<file path="config.mk">
export PLATFORM = sky130hd
export DESIGN_NAME = adjmg_cell
export DESIGN_NICKNAME = d
export VERILOG_FILES = /design/src/hdl/adjmg_pkg.sv /design/src/hdl/adjmg_cell.sv
export SDC_FILE = /design/constraint.sdc
export NUM_CORES = 1
export LEC_CHECK = 0
export BUFFER_PORTS_ARGS = -buffer_cell sky130_fd_sc_hd__buf_4
export CAP_MARGIN = 30
export CORE_UTILIZATION = 50
export CTS_BUF_LIST = sky130_fd_sc_hd__clkbuf_8
export DETAILED_ROUTE_END_ITERATION = 10
export GPL_ROUTABILITY_DRIVEN = 0
export PLACE_DENSITY = 0.79
export SYNTH_ARGS = -nofsm -noshare
export SYNTH_HDL_FRONTEND = slang
export SYNTH_SLANG_ARGS = --single-unit
</file>
<file path="constraint.sdc">
create_clock -name clk_i -period 2.7 [get_ports clk_i]
set_input_delay 0.405 -clock clk_i [delete_from_list [all_inputs] [get_ports clk_i]]
set_output_delay 0.405 -clock clk_i [all_outputs]
set_load 0.01 [all_outputs]
</file>
<file path="src/hdl/adjmg_pkg.sv">
// Types and codes shared by the adjacency-matrix graph table.
// Holds the word structs, token and command structs, and the op/status codes.
package adjmg_pkg;

  localparam int unsigned SLOT_W = 10;

  localparam logic [2:0] FN_ADD_V  = 3'd0;
  localparam logic [2:0] FN_DEL_V  = 3'd1;
  localparam logic [2:0] FN_ADD_E  = 3'd2;
  localparam logic [2:0] FN_DEL_E  = 3'd3;
  localparam logic [2:0] FN_QUERY  = 3'd4;

  localparam logic [2:0] STAT_DONE   = 3'd0;
  localparam logic [2:0] STAT_EXISTS = 3'd1;
  localparam logic [2:0] STAT_NONE   = 3'd2;
  localparam logic [2:0] STAT_MAX    = 3'd3;
  localparam logic [2:0] STAT_FULL   = 3'd4;

  localparam logic [1:0] CMD_ADD_V = 2'd0;
  localparam logic [1:0] CMD_DEL_V = 2'd1;
  localparam logic [1:0] CMD_SET_E = 2'd2;
  localparam logic [1:0] CMD_CLR_E = 2'd3;

  typedef struct packed {
    logic [2:0]         func;
    logic signed [31:0] vertex_a;
    logic signed [31:0] vertex_b;
  } in_word_t;

  typedef struct packed {
    logic [2:0]  status;
    logic [30:0] max_neighbour;
  } out_word_t;

  typedef struct packed {
    logic              vld;
    logic              found_a;
    logic [SLOT_W-1:0] slot_a;
    logic              found_b;
    logic [SLOT_W-1:0] slot_b;
    logic              free_ok;
    logic [SLOT_W-1:0] slot_free;
    logic              adj;
    logic [30:0]       max;
  } tok_t;

  typedef struct packed {
    logic              pass2;
    logic [31:0]       id_a;
    logic [31:0]       id_b;
    logic [SLOT_W-1:0] slot_s;
    logic [SLOT_W-1:0] slot_d;
  } bcast_t;

  typedef struct packed {
    logic              en;
    logic [1:0]        op;
    logic [SLOT_W-1:0] x;
    logic [SLOT_W-1:0] y;
    logic [31:0]       id;
  } cmd_t;

endpackage

</file>
<file path="src/hdl/adjmg_cell.sv">
// One vertex slot: id, valid bit and adjacency row, plus one stage of the scan token.
// Depends on adjmg_pkg.
module adjmg_cell import adjmg_pkg::*; #(
  parameter int unsigned MaxVertices = 64,
  parameter int unsigned Index       = 0
) (
  input  logic   clk_i,
  input  logic   rst_ni,
  input  bcast_t bc_i,
  input  cmd_t   cmd_i,
  input  tok_t   tok_i,
  output tok_t   tok_o
);

  localparam int unsigned SlotW = $clog2(MaxVertices);
  localparam logic [SLOT_W-1:0] MyIdx = SLOT_W'(Index);

  logic                   valid_q, valid_d;
  logic [31:0]            id_q;
  logic [MaxVertices-1:0] row_q, row_d;
  tok_t                   tok_q, tok_d;
  logic                   edge_val;

  always_comb begin
    tok_d = tok_i;
    if (tok_i.vld) begin
      if (!bc_i.pass2) begin
        if (valid_q && id_q == bc_i.id_a && !tok_i.found_a) begin
          tok_d.found_a = 1'b1;
          tok_d.slot_a  = MyIdx;
        end
        if (valid_q && id_q == bc_i.id_b && !tok_i.found_b) begin
          tok_d.found_b = 1'b1;
          tok_d.slot_b  = MyIdx;
        end
        if (!valid_q && !tok_i.free_ok) begin
          tok_d.free_ok   = 1'b1;
          tok_d.slot_free = MyIdx;
        end
      end else begin
        if (MyIdx == bc_i.slot_s) begin
          tok_d.adj = row_q[bc_i.slot_d[SlotW-1:0]];
        end
        if (MyIdx != bc_i.slot_s && valid_q && row_q[bc_i.slot_s[SlotW-1:0]] &&
            !id_q[31] && id_q[30:0] > tok_i.max) begin
          tok_d.max = id_q[30:0];
        end
      end
    end
  end

  always_comb begin
    row_d    = row_q;
    valid_d  = valid_q;
    edge_val = (cmd_i.op == CMD_SET_E);
    if (cmd_i.en) begin
      unique case (cmd_i.op) inside
        CMD_ADD_V, CMD_DEL_V: begin
          row_d[cmd_i.x[SlotW-1:0]] = 1'b0;
          if (MyIdx == cmd_i.x) begin
            row_d   = '0;
            valid_d = (cmd_i.op == CMD_ADD_V);
          end
        end
        CMD_SET_E, CMD_CLR_E: begin
          if (MyIdx == cmd_i.x) row_d[cmd_i.y[SlotW-1:0]] = edge_val;
          if (MyIdx == cmd_i.y) row_d[cmd_i.x[SlotW-1:0]] = edge_val;
        end
      endcase
    end
  end

  always_ff @(posedge clk_i or negedge rst_ni) begin
    if (!rst_ni) begin
      valid_q <= 1'b0;
      row_q   <= '0;
      tok_q   <= '0;
    end else begin
      valid_q <= valid_d;
      row_q   <= row_d;
      tok_q   <= tok_d;
    end
  end

  always_ff @(posedge clk_i) begin
    if (cmd_i.en && cmd_i.op == CMD_ADD_V && MyIdx == cmd_i.x) begin
      id_q <= cmd_i.id;
    end
  end

  assign tok_o = tok_q;

endmodule

</file>
* After elaboration in Yosys (flattened, before gate mapping)
Cells that the tools add are included.
** Cells by class
- $lt $le $gt $ge :: 7
- Equality and inequality tests :: 5
- Multiplexer cells :: 24
- Bitwise operators :: 2
- Reduce and logical (&&, ||, !) cells :: 26
** Operator list (count)
- $mux 64 :: 5
- $bwmux 64 :: 2
- $pmux 64 s2 :: 1
- $mux 65 :: 1
- $and 64x64->64 :: 1
- $eq 32x32->1 :: 2
- $not 64->64 :: 1
- $mux 11 :: 3
- $mux 33 :: 1
- $mux 32 :: 1
- $gt 31x31->1 :: 1
- $mux 31 :: 1
- $logic_not 10->1 :: 3
- $lt 6x7->1 const B :: 4
- $logic_and 1x1->1 :: 13
- $bmux 1 s6 :: 2
- $demux 1 s6 :: 2
- $ge 6x1->1 const B :: 2
- $reduce_bool 10->1 :: 1
- $logic_not 1->1 :: 5
- $mux 1 :: 5
- $eq 2x2->1 const B :: 2
- $reduce_or 2->1 :: 2
- $reduce_and 3->1 :: 1
- 2 further kinds :: 2
** Word-level totals
- Flip-flop bits (word level) :: 163
- Input bits :: 208

* Logic depth before layout (Yosys ltp)
- Depth after elaboration :: 11
- Mapped depth :: 9
- Mapped depth without buffers :: 8

* Least setup slack after synthesis
Ideal clock, no wire load.
- Kind :: input port to flip-flop
- Start :: in cmd_i[47] in the netlist's numbering
- End :: reg id_q[0], enable pin
- Library setup time :: 0.392 ns
- Arrival time :: 2.197 ns
- Path slack :: 0.111 ns
- Stages on the path :: 5
- Path buffers :: 2
- Cell sequence :: buf_2 > nor3_1 > and3_1 > clkbuf_1 > and3b_1
** On the way
- Word-level cells in the longest chain between the ends :: 2
** Ends and longest elaborated chain
- start, declared :: RTL line adjmg_cell.sv:10 : input cmd_t cmd_i,
- $logic_not 10->1 :: RTL line adjmg_cell.sv:86 : if (cmd_i.en && cmd_i.op == CMD_ADD_V && MyIdx == cmd_i.x) begin
- $logic_and 1x1->1 :: RTL line adjmg_cell.sv:86
- end signal, assigned :: RTL line adjmg_cell.sv:87 : id_q <= cmd_i.id;
- end, declared :: RTL line adjmg_cell.sv:19 : logic [31:0] id_q;
Every way passes these cells.
A chain may end at the register's enable or synchronous reset.

==> reports/metrics.cfg <==
[place]
dpl.hpwl_mm=28.7
io_buffers=269
dpl.cell_count=1577

[run_status]
outcome=finished, final reports clean

[detailed_routing]
finalWirelength_mm=38.5
wl_per_cell_um=23.9
vias_per_cell=6.28
remaining_drc_errors=0
first_pass_iters=6
ant_nets=0
drt_iter0_drc=1038
detailroute.via_count=10100

[sta]
finalCriticalPeriod_ns=2.65
final-hold-violation-count=0
clock-skew-final_ns=0.0246
setup_violations=0
finalMaxSlewViolations=0
slew_headroom_pct=54.4
max_freq_mhz=377
rsz0062_at_grt=false
min_period_over_period_pct=98.1
worst_pin_slew_ns=0.683

[worst_hold_path]
hp-class=in -> reg
hold_start=tok_i[65]
hold_end=tok_o[65]
hold_path_depth=1

[grt]
antenna_found_initial=0
grt_max_degree=73
grt.overflow.total=0
grt_pass1_wl_mm=57.5
grt_pass1_vias=10100
track_usage_pct=34.3

[worst_setup_path]
worstSetupEndpointType=flop
cpMaxStageDelayCell=edfxtp_1
crit_path_max_fanout=21
r2r_start=id_q[17]
regToRegSetupSlack_ns=0.05
crit_arrival_ns=3.01
reg2reg_depth=8
reg2reg_to=tok_o[0]
crit_chain=ha_1 -> nand4_1 -> nor4_2 -> buf_4 -> o41ai_2 -> a221oi_4 -> buf_12 -> mux2_2
critPathKind=reg -> reg
slowest_delay_ns=0.47
critPathRequiredTime_ns=3.06
start_kind=flop

[synthesis]
yosysWarnings=0
syn_avg_cell_area_um2=10.6
yosysTopAreaCell=dfrtp_1
synth_cell_types=65
synth-seq-area-share_pct=38.7
syn-num-nets=1270
ys_ff_latch=163
netlist_instances=1031
ys.flop_type=dfrtp_1
synth.top_cell.area_share_pct=29.9
async_reset_ff_share_pct=80.4
synthTopCellsByArea=dfrtp_1, edfxtp_1, mux4_2
synth_area_um2=11000
synth_edf_count=32

[floorplan]
io_pins=274
die_w_um=150
floorplan.initialDensity_pct=51.6
die_height_um=150
num_rows=53
dieArea_um2=22500
core_area_um2=21200

[cts]
clk_latency_ns=0.47
cts_buffer_depth=2
htree_num_levels=4
cts.sink_count=163
root_buffer=clkbuf_8
clk_pin_slew_ns=0.11
cts_tree=yes
cts_buffers=17

[power_and_ir_drop]
p_per_area_nw_per_um2=384
power.total_mw=5.39
leakage_nw=5.47
worst_ir_drop_vdd_mv=0.264

[final_layout]
fin_cells=1614
diodes=0
syn_to_final_growth_pct=28.3
final_common_cell=buf_4
nNetsFinal=1565
final_cell_mix=buf_4, dfrtp_1, nor2_1
drive_gt1_share_pct=39.2

[run]
maxCapViolations=0

-- critical path, delay by kind of cell (launching register included) --
family	cells	cell delay [ns]
flip-flops	1	0.47
multiplexers	1	0.35
AND/OR/NAND/NOR	2	0.48
AO/OA/AOI/OAI	2	0.46
adder cells (fa/ha/maj)	1	0.33
buffers and inverters	2	0.43
-- kinds of logic (layout without fill, tap and decap cells) --
group	count (synthesis)	after routing	synth area share, %
buffers and inverters	112	420	4.64
adder cells (fa/ha/maj)	31	31	3.54
multiplexers	143	143	18.6
AND/OR/NAND/NOR	284	284	14.3
XOR/XNOR	64	64	5.12
flip-flops	163	163	38.7
AO/OA/AOI/OAI	234	234	15.1
-- worst max path at each step --
stage / cells after the start / to / slack, ns / from
after floorplan: 5 / id_q[0] / 0.11 / cmd_i[47]
after global placement: 10 / tok_o[23] / -0.12 / tok_i[26]
after detailed placement: 10 / tok_o[27] / -0.16 / tok_i[29]
after CTS: 8 / tok_o[0] / -0.02 / id_q[16]
after global routing: 8 / tok_o[0] / 0.002 / id_q[30]
final: 8 / tok_o[0] / 0.05 / id_q[17]
-- cells in the mapped netlist (all sizes together), types with 19 or more instances --
cell type	number
inv	36
xor2	41
ha	31
dfrtp	131
nor2	89
o32ai	32
buf	27
clkbuf	49
mux4	29
nor2b	30
nor3	27
edfxtp	32
a21oi	31
nand2	26
mux2	102
a22o	64
nand4	19
o21ai	71
xnor2	23
-- routing by layer --
layer	part of all wire, %	vias up	GRT usage (%)
li1	-	4444	-
met1	37	4882	42.0
met2	47	680	56.1
met3	11	135	8.72
met4	5.1	0	17.1
met5	0	-	0
-- registers in the layout, summed over array words and instances, names as in the netlist --
name     flops
tok_o       66
row_q       64
id_q        32
valid_q      1
-- through the flow --
stage                     setup slack, ns  cell area [um^2]  TNS (ns)  util, %  hold slack [ns]
final                              0.0507             14100         0     66.2           0.0613
after global routing              0.00198             14100         0     66.2           0.0378
after detailed placement           -0.164             13600     -3.78     64.1            0.244
after floorplan                     0.111             11000         0        -            0.109
after global placement             -0.123             13600     -2.72     64.1            0.242
after CTS                         -0.0170             14000   -0.0170     66.0           0.0317
-- power breakdown --
| group | switching, mW | total, mW | internal, mW |
|---|---|---|---|
| logic | 0.470 | 0.939 | 0.469 |
| clock network | 1.07 | 1.84 | 0.774 |
| registers | 0.0380 | 2.61 | 2.57 |
-- area by class of cell --
cell class                      count  area (um^2)
Tap cell                          275          344
Clock buffer                       17          234
Fill cell                        1635         7170
Inverter                           36          135
Multi-Input combinational cell    756         6230
Timing Repair Buffer              352         2700
Sequential cell                   163         4240
Clock inverter                     15          166
-- what timing repair did --
| action | CTS | global route |
|---|---|---|
| setup buffers | 0 | 4 |
| gates resized for setup | 2 | 1 |
| pin swaps | 1 | 0 |
| hold buffers | 1 | 0 |
| endpoints found under the setup margin | 31 | 31 |
| endpoints found under the hold margin | 12 | 0 |
Power figures use the tool's default switching activity.
